### src/design/srecord_s1_encoder_assert.svh
// Assertion macros shared by the S-record encoder RTL
`ifndef SRECORD_S1_ENCODER_ASSERT_SVH
`define SRECORD_S1_ENCODER_ASSERT_SVH

// check under reset disable
`define SREC_CHECK(lbl, prop, msg) \
  lbl: assert property (@(posedge clk) disable iff (rst) (prop)) else $error(msg);

// check that also holds through reset
`define SREC_CHECK_ALWAYS(lbl, prop, msg) \
  lbl: assert property (@(posedge clk) (prop)) else $error(msg);

`endif

### src/design/srec_pkg.sv
// Package: sizes, types, character codes and hex helper for the S1 record encoder
package srec_pkg;

  localparam int MAX_DATA_BYTES = 16;
  localparam int IDX_W = (MAX_DATA_BYTES > 1) ? $clog2(MAX_DATA_BYTES) : 1;
  localparam int CNT_W = $clog2(MAX_DATA_BYTES + 1);
  localparam int POS_W = $clog2(2 * MAX_DATA_BYTES + 11);
  localparam int ADDR_W = 16;

  localparam logic [6:0] CHAR_S = 7'h53;
  localparam logic [6:0] CHAR_ONE = 7'h31;
  localparam logic [6:0] CHAR_NL = 7'h0A;
  localparam logic [6:0] ASCII_ZERO = 7'h30;
  localparam logic [6:0] ASCII_LETTER_BASE = 7'h37;
  localparam logic [7:0] COUNT_EXTRA = 8'd3;

  typedef enum logic {
    ST_FILL,
    ST_EMIT
  } state_t;

  typedef struct packed {
    logic [6:0] code;
    logic       eor;
  } char_beat_t;

  function automatic logic [6:0] hex_char(input logic [3:0] nib);
    logic [6:0] wide;
    wide = {3'b000, nib};
    return (nib < 4'd10) ? 7'(ASCII_ZERO + wide) : 7'(ASCII_LETTER_BASE + wide);
  endfunction

endpackage

### src/design/srec_out.sv
// Output register stage for record characters
module srec_out
  import srec_pkg::*;
(
  input  logic       clk,
  input  logic       rst,
  input  logic       push,
  input  char_beat_t beat,
  output logic       room,
  output logic       char_valid,
  input  logic       char_stall,
  output logic [6:0] char_code,
  output logic       end_of_record
);

  assign room = !char_valid || !char_stall;

  always_ff @(posedge clk) begin
    if (rst) begin
      char_valid <= 1'b0;
    end else if (room) begin
      char_valid <= push;
    end
  end

  always_ff @(posedge clk) begin
    if (room && push) begin
      char_code     <= beat.code;
      end_of_record <= beat.eor;
    end
  end

endmodule

### src/design/srecord_s1_encoder.sv
// Top level: Motorola S1 record encoder for a byte stream
//
// Input channel: data_byte with last_byte, handshake byte_valid / byte_stall.
// Output channel: one ASCII character per transaction on char_code, with
// end_of_record high on the closing newline; handshake char_valid / char_stall.
// Bytes are taken one per cycle into a 16-entry buffer memory. When the
// buffer fills or a byte carries last_byte, the block stalls its input and
// emits the record: "S1", count, address, data, checksum, newline, which is
// 11 + 2n characters for n data bytes, one per cycle while the receiver
// takes them. The first character passes the state register and then the
// output register after the transaction that closes the record. No new
// bytes are taken while a record is emitted; the single character output
// port sets the throughput. Data bytes are read back from the buffer memory
// through a read register ahead of their hex digits.
// Reset empties the buffer count, clears the address and checksum sum and
// leaves the output empty. A stall on the output holds the current character
// and freezes the record sequence until it is taken.
module srecord_s1_encoder
  import srec_pkg::*;
(
  input  logic       clk,
  input  logic       rst,
  input  logic       byte_valid,
  output logic       byte_stall,
  input  logic [7:0] data_byte,
  input  logic       last_byte,
  output logic       char_valid,
  input  logic       char_stall,
  output logic [6:0] char_code,
  output logic       end_of_record
);

`include "srecord_s1_encoder_assert.svh"

  localparam logic [POS_W-1:0] POS_DATA = POS_W'(8);
  localparam logic [POS_W-1:0] POS_TAIL = POS_W'(10);

  state_t state, state_next;

  logic [7:0]        mem [MAX_DATA_BYTES];
  logic [7:0]        rd_data;
  logic [IDX_W-1:0]  rd_addr;
  logic [3:0]        lo_nib;

  logic [CNT_W-1:0]  fill_count;
  logic [CNT_W-1:0]  fill_inc;
  logic [CNT_W-1:0]  rec_len;
  logic              last_rec;
  logic [ADDR_W-1:0] record_address;
  logic [7:0]        running_sum;
  logic [POS_W-1:0]  pos;
  logic [POS_W-1:0]  last_pos;
  logic [POS_W-1:0]  chk_pos;

  logic       byte_take;
  logic       push;
  logic       room;
  logic       emit_step;
  logic       rec_close;
  logic [7:0] count_byte;
  logic [7:0] chk_byte;
  logic [3:0] addr_nib;
  char_beat_t beat;

  assign byte_take = byte_valid && !byte_stall;
  assign emit_step = push && room;
  assign fill_inc  = CNT_W'(fill_count + CNT_W'(1));
  assign rec_close = byte_take && ((fill_inc >= CNT_W'(MAX_DATA_BYTES)) || last_byte);

  assign last_pos   = POS_W'(POS_W'({rec_len, 1'b0}) + POS_TAIL);
  assign chk_pos    = POS_W'(last_pos - POS_W'(2));
  assign count_byte = 8'(8'(rec_len) + COUNT_EXTRA);
  assign chk_byte   = ~8'(count_byte + record_address[15:8] + record_address[7:0] +
                          running_sum);

  always_ff @(posedge clk) begin
    if (rst) begin
      state <= ST_FILL;
    end else begin
      state <= state_next;
    end
  end

  always_comb begin
    state_next = state;
    byte_stall = 1'b1;
    push       = 1'b0;
    unique case (state)
      ST_FILL: begin
        byte_stall = 1'b0;
        if (rec_close) begin
          state_next = ST_EMIT;
        end
      end
      ST_EMIT: begin
        push = 1'b1;
        if (emit_step && (pos == last_pos)) begin
          state_next = ST_FILL;
        end
      end
      default: begin
        state_next = ST_FILL;
      end
    endcase
  end

  always_ff @(posedge clk) begin
    if (byte_take) begin
      mem[fill_count[IDX_W-1:0]] <= data_byte;
    end
    rd_data <= mem[rd_addr];
  end

  always_comb begin
    unique case (pos[1:0])
      2'd0:    addr_nib = record_address[15:12];
      2'd1:    addr_nib = record_address[11:8];
      2'd2:    addr_nib = record_address[7:4];
      default: addr_nib = record_address[3:0];
    endcase
  end

  always_comb begin
    beat.eor = 1'b0;
    priority if (pos == POS_W'(0)) begin
      beat.code = CHAR_S;
    end else if (pos == POS_W'(1)) begin
      beat.code = CHAR_ONE;
    end else if (pos == POS_W'(2)) begin
      beat.code = hex_char(count_byte[7:4]);
    end else if (pos == POS_W'(3)) begin
      beat.code = hex_char(count_byte[3:0]);
    end else if (pos < POS_DATA) begin
      beat.code = hex_char(addr_nib);
    end else if (pos < chk_pos) begin
      beat.code = pos[0] ? hex_char(lo_nib) : hex_char(rd_data[7:4]);
    end else if (pos == chk_pos) begin
      beat.code = hex_char(chk_byte[7:4]);
    end else if (pos != last_pos) begin
      beat.code = hex_char(chk_byte[3:0]);
    end else begin
      beat.code = CHAR_NL;
      beat.eor  = 1'b1;
    end
  end

  always_ff @(posedge clk) begin
    if (rst) begin
      fill_count     <= '0;
      record_address <= '0;
      running_sum    <= '0;
      pos            <= '0;
    end else if (byte_take) begin
      running_sum <= 8'(running_sum + data_byte);
      pos         <= '0;
      if (!rec_close) begin
        fill_count <= fill_inc;
      end
    end else if (emit_step) begin
      if (pos == last_pos) begin
        fill_count     <= '0;
        running_sum    <= '0;
        record_address <= last_rec ? '0 : ADDR_W'(record_address + ADDR_W'(rec_len));
      end else begin
        pos <= POS_W'(pos + POS_W'(1));
      end
    end
  end

  always_ff @(posedge clk) begin
    if (byte_take) begin
      rec_len  <= fill_inc;
      last_rec <= last_byte;
      rd_addr  <= '0;
    end else if (emit_step && (pos >= POS_DATA) && (pos < chk_pos) && !pos[0]) begin
      lo_nib  <= rd_data[3:0];
      rd_addr <= IDX_W'(rd_addr + IDX_W'(1));
    end
  end

  srec_out u_out (
    .clk           (clk),
    .rst           (rst),
    .push          (push),
    .beat          (beat),
    .room          (room),
    .char_valid    (char_valid),
    .char_stall    (char_stall),
    .char_code     (char_code),
    .end_of_record (end_of_record)
  );

  `SREC_CHECK(a_fill_below_max, (state == ST_FILL) |-> (fill_count < CNT_W'(MAX_DATA_BYTES)), "buffer count reached the record size while filling")
  `SREC_CHECK(a_pos_in_record, (state == ST_EMIT) |-> (pos <= last_pos), "character position ran past the end of the record")
  `SREC_CHECK(a_eor_is_newline, (char_valid && end_of_record) |-> (char_code == CHAR_NL), "end of record flagged on a character that is not a newline")
  `SREC_CHECK(a_record_close, (emit_step && (pos == last_pos)) |=> ((state == ST_FILL) && (fill_count == '0) && (running_sum == '0)), "buffer not emptied after the closing newline")
  `SREC_CHECK_ALWAYS(a_reset_empty, rst |=> (!char_valid && (state == ST_FILL)), "output or sequencer not idle after reset")

endmodule

### config.mk
export PLATFORM = sky130hd
export DESIGN_NAME = srecord_s1_encoder
export DESIGN_NICKNAME = d
export VERILOG_FILES = /design/src/design/srec_pkg.sv /design/src/design/srec_out.sv /design/src/design/srecord_s1_encoder.sv
export VERILOG_INCLUDE_DIRS = /design/src /design/src/design
export SDC_FILE = /design/constraint.sdc
export NUM_CORES = 1
export LEC_CHECK = 0
export BUFFER_PORTS_ARGS = -buffer_cell sky130_fd_sc_hd__buf_2
export CAP_MARGIN = 20
export CORE_MARGIN = 3
export CORE_UTILIZATION = 35
export DETAILED_ROUTE_END_ITERATION = 8
export GPL_ROUTABILITY_DRIVEN = 0
export PLACE_DENSITY = 0.49
export SKIP_CTS_REPAIR_TIMING = 1
export SKIP_LAST_GASP = 1
export SLEW_MARGIN = 10
export SYNTH_ARGS = -nofsm -noshare
export SYNTH_HDL_FRONTEND = slang
export SYNTH_SLANG_ARGS = --single-unit
### constraint.sdc
create_clock -name clk -period 3.72 [get_ports clk]
set_input_delay 0.186 -clock clk [delete_from_list [all_inputs] [get_ports clk]]
set_output_delay 0.186 -clock clk [all_outputs]
set_load 0.005 [all_outputs]
Word-level counts from Yosys, hierarchy flattened
Memories as Yosys holds them, arrays and structs flattened. A register that Yosys moved wholly into a read port is not among the register bits.
Index checks and enable logic that the tools add are counted.
- add/subtract/negate cells: 25
- magnitude comparators: 11
- eq/ne operators: 9
- multiplexer cells: 31
- bitwise logic cells: 4
- reductions and logical operators: 24
- operators with widths (kind ; count):
    $mux 7 ; 15
    $add 6x4->7 const A ; 12
    $add 8x8->8 ; 3
    $lt 4x4->1 const B ; 6
    $mux 8 ; 3
    $mux 5 ; 4
    $add 16x5->16 ; 1
    $mux 16 ; 1
    $add 6x2->7 const A ; 2
    $eq 6x2->1 const B ; 2
    $eq 6x6->1 ; 2
    $pmux 4 s3 ; 1
    $add 6x8->8 ; 1
    $not 8->8 ; 1
    $logic_and 1x1->1 ; 7
    $reduce_or 7->1 ; 1
    $add 5x2->6 const B ; 1
    $add 6x1->6 const B ; 1
    $add 6x4->6 const B ; 1
    $eq 6x1->1 const B ; 1
    $ge 6x4->1 const B ; 1
    $logic_not 6->1 ; 1
    $lt 6x4->1 const B ; 1
    $lt 6x6->1 ; 1
    other kinds (19) ; 34
- flip-flop bits (word level): 59
- bits in writable memories: 128
- output and inout port bits: 10
- word-level logic and storage cells: 118
- memories kept: 1
- memories (memory ; depth ; width ; read ports ; clocked after Yosys merged registers in ; write ports ; line ; source):
    mem ; 16 ; 8 ; 1 ; 1 ; 1 ; srecord_s1_encoder.sv:40 ; logic [7:0] mem [MAX_DATA_BYTES];

Depth between registers and ports, before layout
- depth in word-level cells: 14
- depth in mapped cells: 16
- mapped depth without buffers: 15

Modules after synthesis
Synthesis repeated with hierarchy kept, for this count alone.
- cells, all modules: 888
- area total of the unflattened synthesis: 10354.9 um^2
- by module, submodules not included (module ; times used ; cells an instance ; area an instance (um^2)):
    srecord_s1_encoder ; 1 ; 875 ; 10075.9
    srec_out ; 1 ; 13 ; 279.0

Worst setup path before layout
Ideal clock, no wire load.
- kind: flip-flop to flip-flop
- start point: register rec_len[0]
- end point: register u_out.char_code[6], data pin
- library setup time: 272 ps
- arrival time: 3523 ps
- data required time: 3448 ps
- slack: -75 ps
- cell stages (with the launch flop): 17
- buffers on the path: 1
- cells stage by stage: edfxtp_1 > buf_2 > inv_1 > ha_1 > inv_1 > fa_1 > ha_1 > inv_1 > fa_1 > nand2b_1 > a21oi_1 > xor2_1 > ha_1 > o21ai_0 > nand3_1 > and3_1 > o22ai_1
- word-level cells in the longest chain between the ends: 14
- ends and longest elaborated chain (element ; line ; source):
    start: declaration ; srecord_s1_encoder.sv:47 ; logic [CNT_W-1:0] rec_len;
    start signal: assignment ; srecord_s1_encoder.sv:172 ; rec_len <= fill_inc;
    $add 5x2->6 ; srecord_s1_encoder.sv:72 ; assign count_byte = 8'(8'(rec_len) + COUNT_EXTRA);
    $add 6x8->8 ; srecord_s1_encoder.sv:73 ; assign chk_byte = ~8'(count_byte + record_address[15:8] + record_address[7:0] +
    $add 8x8->8 (2 in a row) ; srecord_s1_encoder.sv:73 ;
    $not 8->8 ; srecord_s1_encoder.sv:73 ;
    $add 6x4->7 or $lt 4x4->1 (tied branches) ; srec_pkg.sv:30 ; return (nib < 4'd10) ? 7'(ASCII_ZERO + wide) : 7'(ASCII_LETTER_BASE + wide);
    $mux 7 ; srec_pkg.sv:30 ;
    $mux 7 ; srecord_s1_encoder.sv:139 ; end else if (pos != last_pos) begin
    $mux 7 ; srecord_s1_encoder.sv:137 ; end else if (pos == chk_pos) begin
    $mux 7 ; srecord_s1_encoder.sv:135 ; end else if (pos < chk_pos) begin
    $mux 7 ; srecord_s1_encoder.sv:133 ; end else if (pos < POS_DATA) begin
    $mux 7 ; srecord_s1_encoder.sv:131 ; end else if (pos == POS_W'(3)) begin
    $mux 7 (*) ; srecord_s1_encoder.sv:129 ; end else if (pos == POS_W'(2)) begin
    $mux 7 (*) ; srecord_s1_encoder.sv:127 ; end else if (pos == POS_W'(1)) begin
    end signal: assignment ; srec_out.sv:28 ; char_code <= beat.code;
    end: declaration ; srec_out.sv:12 ; output logic [6:0] char_code,
Mark *: on every way between the ends. The rest lies on a longest branch, timed or not.
A chain may end at the register's enable or synchronous reset.

Worst setup path in the final report
- start point: register record_address[9]
- end point: register u_out.char_code[0], data pin
- word-level cells in the longest chain between the ends: 12
- ends and longest elaborated chain (element ; line ; source):
    start: declaration ; srecord_s1_encoder.sv:49 ; logic [ADDR_W-1:0] record_address;
    start signal: assignment ; srecord_s1_encoder.sv:163 ; record_address <= last_rec ? '0 : ADDR_W'(record_address + ADDR_W'(rec_len));
    $add 6x8->8 ; srecord_s1_encoder.sv:73 ;
    $add 8x8->8 (2 in a row) ; srecord_s1_encoder.sv:73 ;
    $not 8->8 ; srecord_s1_encoder.sv:73 ;
    $lt 4x4->1 ; srec_pkg.sv:30 ;
    $mux 7 ; srec_pkg.sv:30 ;
    $mux 7 ; srecord_s1_encoder.sv:139 ;
    $mux 7 ; srecord_s1_encoder.sv:137 ;
    $mux 7 ; srecord_s1_encoder.sv:135 ;
    $mux 7 (*) ; srecord_s1_encoder.sv:133 ;
    $mux 7 (*) ; srecord_s1_encoder.sv:131 ;
    $mux 7 (*) ; srecord_s1_encoder.sv:129 ;
Marks and branches as above.

==> summary.txt <==
Status
  • Status: complete, no violations

Timing
  • Crit share post-route: between 90% and 100%
  • Worst slew pin tran: 0.886 ns
  • Min Tclk post-route: 3.54 ns
  • Setup Skew: approximately 0.023 ns
  • Final Hold Fails: 0
  • Max-slew violation count: 0
  • Number of setup violations in the final report: 0
  • Slew headroom: 40.7%
  • Max Fclk: about 0.28 GHz

Floorplan
  • Chip width: between 150 and 200 um
  • Die height: roughly 170 um
  • Core area: about 28,000 sq um
  • Starting density of the core: 35.6%
  • Die area: slightly above 30,000 sq um
  • Cell Rows: approximately 60
  • Ports: 23

Critical path
  • Critical path class: reg2reg
  • Worst path slowest cell: fa_1
  • CP Cell Sequence: inv_1 -> fa_1 -> inv_1 -> fa_1 -> ha_2 -> inv_1 -> fa_2 -> nand2b_4 -> a21oi_4 -> xor2_2 -> buf_4 -> nand2_1 -> nand2_1 -> xnor2_1 -> o221ai_1
  • FF-to-FF End: u_out.char_code[0]
  • Crit-path max FO: 5
  • Buf/Inv on CP: 4
  • CP Capture Type: register
  • Cell mode on critical path: inv_1
  • Crit path required time: ~3.9 ns
  • Crit path arrival time: about 3.7 ns
  • Setup crit start kind: register
  • R2R depth: 15
  • Reg2Reg Launch Point: record_address[9]
  • Cell family with most CP delay: adder cells
  • CP peak stage delay: ~0.52 ns
  • Flop2flop setup slack: 0.18 ns

Synth
  • Post-synthesis sequential area ratio: 54.1%
  • Synth area leader: edfxtp_1
  • Cell variety after synth: 69
  • Cell Area, Synth: 9920 sq um
  • Post-Synthesis Cells: 792
  • Yosys top cell area share: between 40% and 50%
  • Post-synth EDFFs: ~150
  • Yosys warns: 0
  • Synth Flop Type: edfxtp_1
  • Synthesized flop and latch total: 195
  • Post-Syn Area per Cell: between 10 and 15 sq um
  • Synth area leaders: edfxtp_1 44%, dfxtp_1 9.9%, mux4_2 9.1%
  • Post-synthesis async set-or-reset flop share: 0%
  • Syn_nets: 866

CTS
  • CTS clk-pin slew, worst paths: about 0.10 ns
  • Num CTS Buffers: 17
  • Root Driver: clkbuf_16
  • Max clock buf depth: 2
  • Sink Count: just under 200
  • CTS tree: done
  • Worst skew pair latency: 0.46 ns
  • Htree depth: 4

Final layout
  • Final Non-Filler Cells: 1,238
  • Area Overhead vs Synth: 16.1%
  • Layout net count: between 900 and 1,000
  • Commonest cells after routing, fill and taps aside: 146 x edfxtp_1, 65 x nor2_1, 54 x nand2_1, 52 x a21oi_1
  • Fill count: 2,639
  • Commonest non-fill, non-tap cell in the layout: edfxtp_1
  • N_diodes: 0
  • Layout cell share with drive strength beyond 1: 19.8%

Detailed routing
  • Final ANT Viol Nets: 0
  • Total wire length: 24,100 um
  • Pre-antenna DRT Iters: 5
  • Via count: 6,344
  • Routed length per instance: 19.4 um
  • DRC: 0
  • DRT iter0 DRCs: between 500 and 600
  • Via/cell ratio: roughly 5

Hold path
  • Worst hold endpoint: mem[13][0]
  • Worst hold path depth: 1
  • Hold Path Class: in2reg
  • Critical hold path startpoint: data_byte[0]

Pwr
  • Logic gate share of total power: approximately 11%
  • Clock power share: between 40% and 50%
  • Pwr Density: approximately 430 nW/um^2
  • Lkg Pwr: just over 4 nW
  • Internal power: around 3.6 mW
  • Peak VDD IR: ~0.00033 V
  • Register share of total power: just under 50%
  • Switch Pwr: ~1.4 mW
  • Pwr Total: roughly 5.0 mW
  • Sw Ratio: roughly 28%

GRT
  • Busiest metal layer after global routing: met2
  • GR Util met2: 25.9%
  • GRT Residual Overflow: 0
  • Largest net degree at the start of global routing: 36
  • Vias in the first global route: ~6,300
  • Wire length of the first global-routing pass: 37,600 um
  • Initial antenna violation count: 0
  • Tot GR Track Use: 16.3%
  • Met1 Use GR: 22.5%
  • Grt met3 use: roughly 2.8%

Placed design
  • Port Buffer Count: 22
  • Inst Count DP: 1,202
  • HPWL after DPL: approximately 17,000 um

Job
  • Maxcap violations: 0
power by group through the flow:
stage                     clock network [mW]  logic [mW]  registers [mW]
after floorplan                            0       0.351            2.44
after global placement                     0       0.514            2.44
after detailed placement                   0       0.519            2.44
after CTS                               2.08       0.521            2.39
after global routing                    2.17       0.620            2.40
final                                   2.02       0.558            2.40
cells by family after synthesis:
logic type | share of synthesized area [%]
XOR/XNOR | 4.38
adder cells (fa/ha/maj) | 8.93
AND/OR/NAND/NOR | 10.3
multiplexers | 9.89
flip-flops | 54.1
AO/OA/AOI/OAI | 9.02
buffers and inverters | 3.42
layer usage:
layer / part of all wire (%) / wire length (um) / vias up
li1: - / - / 3054
met1: 48 / 11600 / 3116
met2: 46 / 11100 / 125
met3: 2.9 / 697 / 49
met4: 3.2 / 769 / 0
met5: 0 / 0 / -
cells in the mapped netlist, types with 15 or more instances:
| master | instances |
|---|---|
| a21oi_1 | 54 |
| edfxtp_1 | 146 |
| fa_1 | 15 |
| xnor2_1 | 26 |
| mux4_2 | 40 |
| ha_1 | 46 |
| clkbuf_1 | 21 |
| dfxtp_1 | 49 |
| nor2_1 | 66 |
| inv_1 | 49 |
| nand3_1 | 25 |
| o21ai_0 | 22 |
| nand2_1 | 54 |
| xor2_1 | 21 |
sequential cells by signal (all words and copies together), names as in the netlist:
register and flops:
fill_count 5, last_rec 1, lo_nib 4, mem 128, pos 6, rd_addr 4
rd_data 8, rec_len 5, record_address 16, running_sum 8, state 1, u_out.char_code 7
u_out.char_valid 1, u_out.end_of_record 1
how the worst max path moves through the flow:
stage	from	end	slack, ns	depth (start not counted)
global placement	record_address[1]	u_out.char_code[6]	0.15	15
floorplan	rec_len[0]	u_out.char_code[6]	0.007	16
CTS	record_address[1]	u_out.char_code[1]	-0.008	14
finish	record_address[9]	u_out.char_code[0]	0.18	15
detailed placement	record_address[1]	u_out.char_code[1]	0.05	14
global route	record_address[1]	u_out.char_code[1]	-0.03	14
worst register-to-register path: stages, from the launching register on:
cell and delay [ns]:
dfxtp_1 0.33, inv_1 0.08, fa_1 0.52, inv_1 0.06, fa_1 0.50, ha_2 0.19, inv_1 0.06, fa_2 0.35
nand2b_4 0.16, a21oi_4 0.19, xor2_2 0.23, buf_4 0.18, nand2_1 0.09, nand2_1 0.09, xnor2_1 0.11, o221ai_1 0.13
final cells by class:
class / count / area (sq um) / area share [%]
Inverter: 51 / 191 / 1.66
Sequential cell: 195 / 5370 / 46.6
Timing Repair Buffer: 70 / 488 / 4.24
Clock inverter: 15 / 241 / 2.10
Tap cell: 378 / 473 / 4.11
Multi-Input combinational cell: 512 / 4330 / 37.6
Clock buffer: 17 / 425 / 3.69
through the flow:
step | setup slack [ns] | area, sq um | utilization [%] | TNS [ns] | hold WS (ns)
3_3_place_gp | 0.152 | 10700 | 38.5 | 0 | 0.390
6_report | 0.180 | 11500 | 41.4 | 0 | 0.150
4_1_cts | -0.00763 | 11400 | 40.9 | -0.00763 | -0.0813
2_1_floorplan | 0.00666 | 9960 | - | 0 | 0.285
5_1_grt | -0.0307 | 11500 | 41.4 | -0.0574 | 0.150
3_5_place_dp | 0.0485 | 10700 | 38.5 | 0 | 0.389
Power figures use the tool's default switching activity.
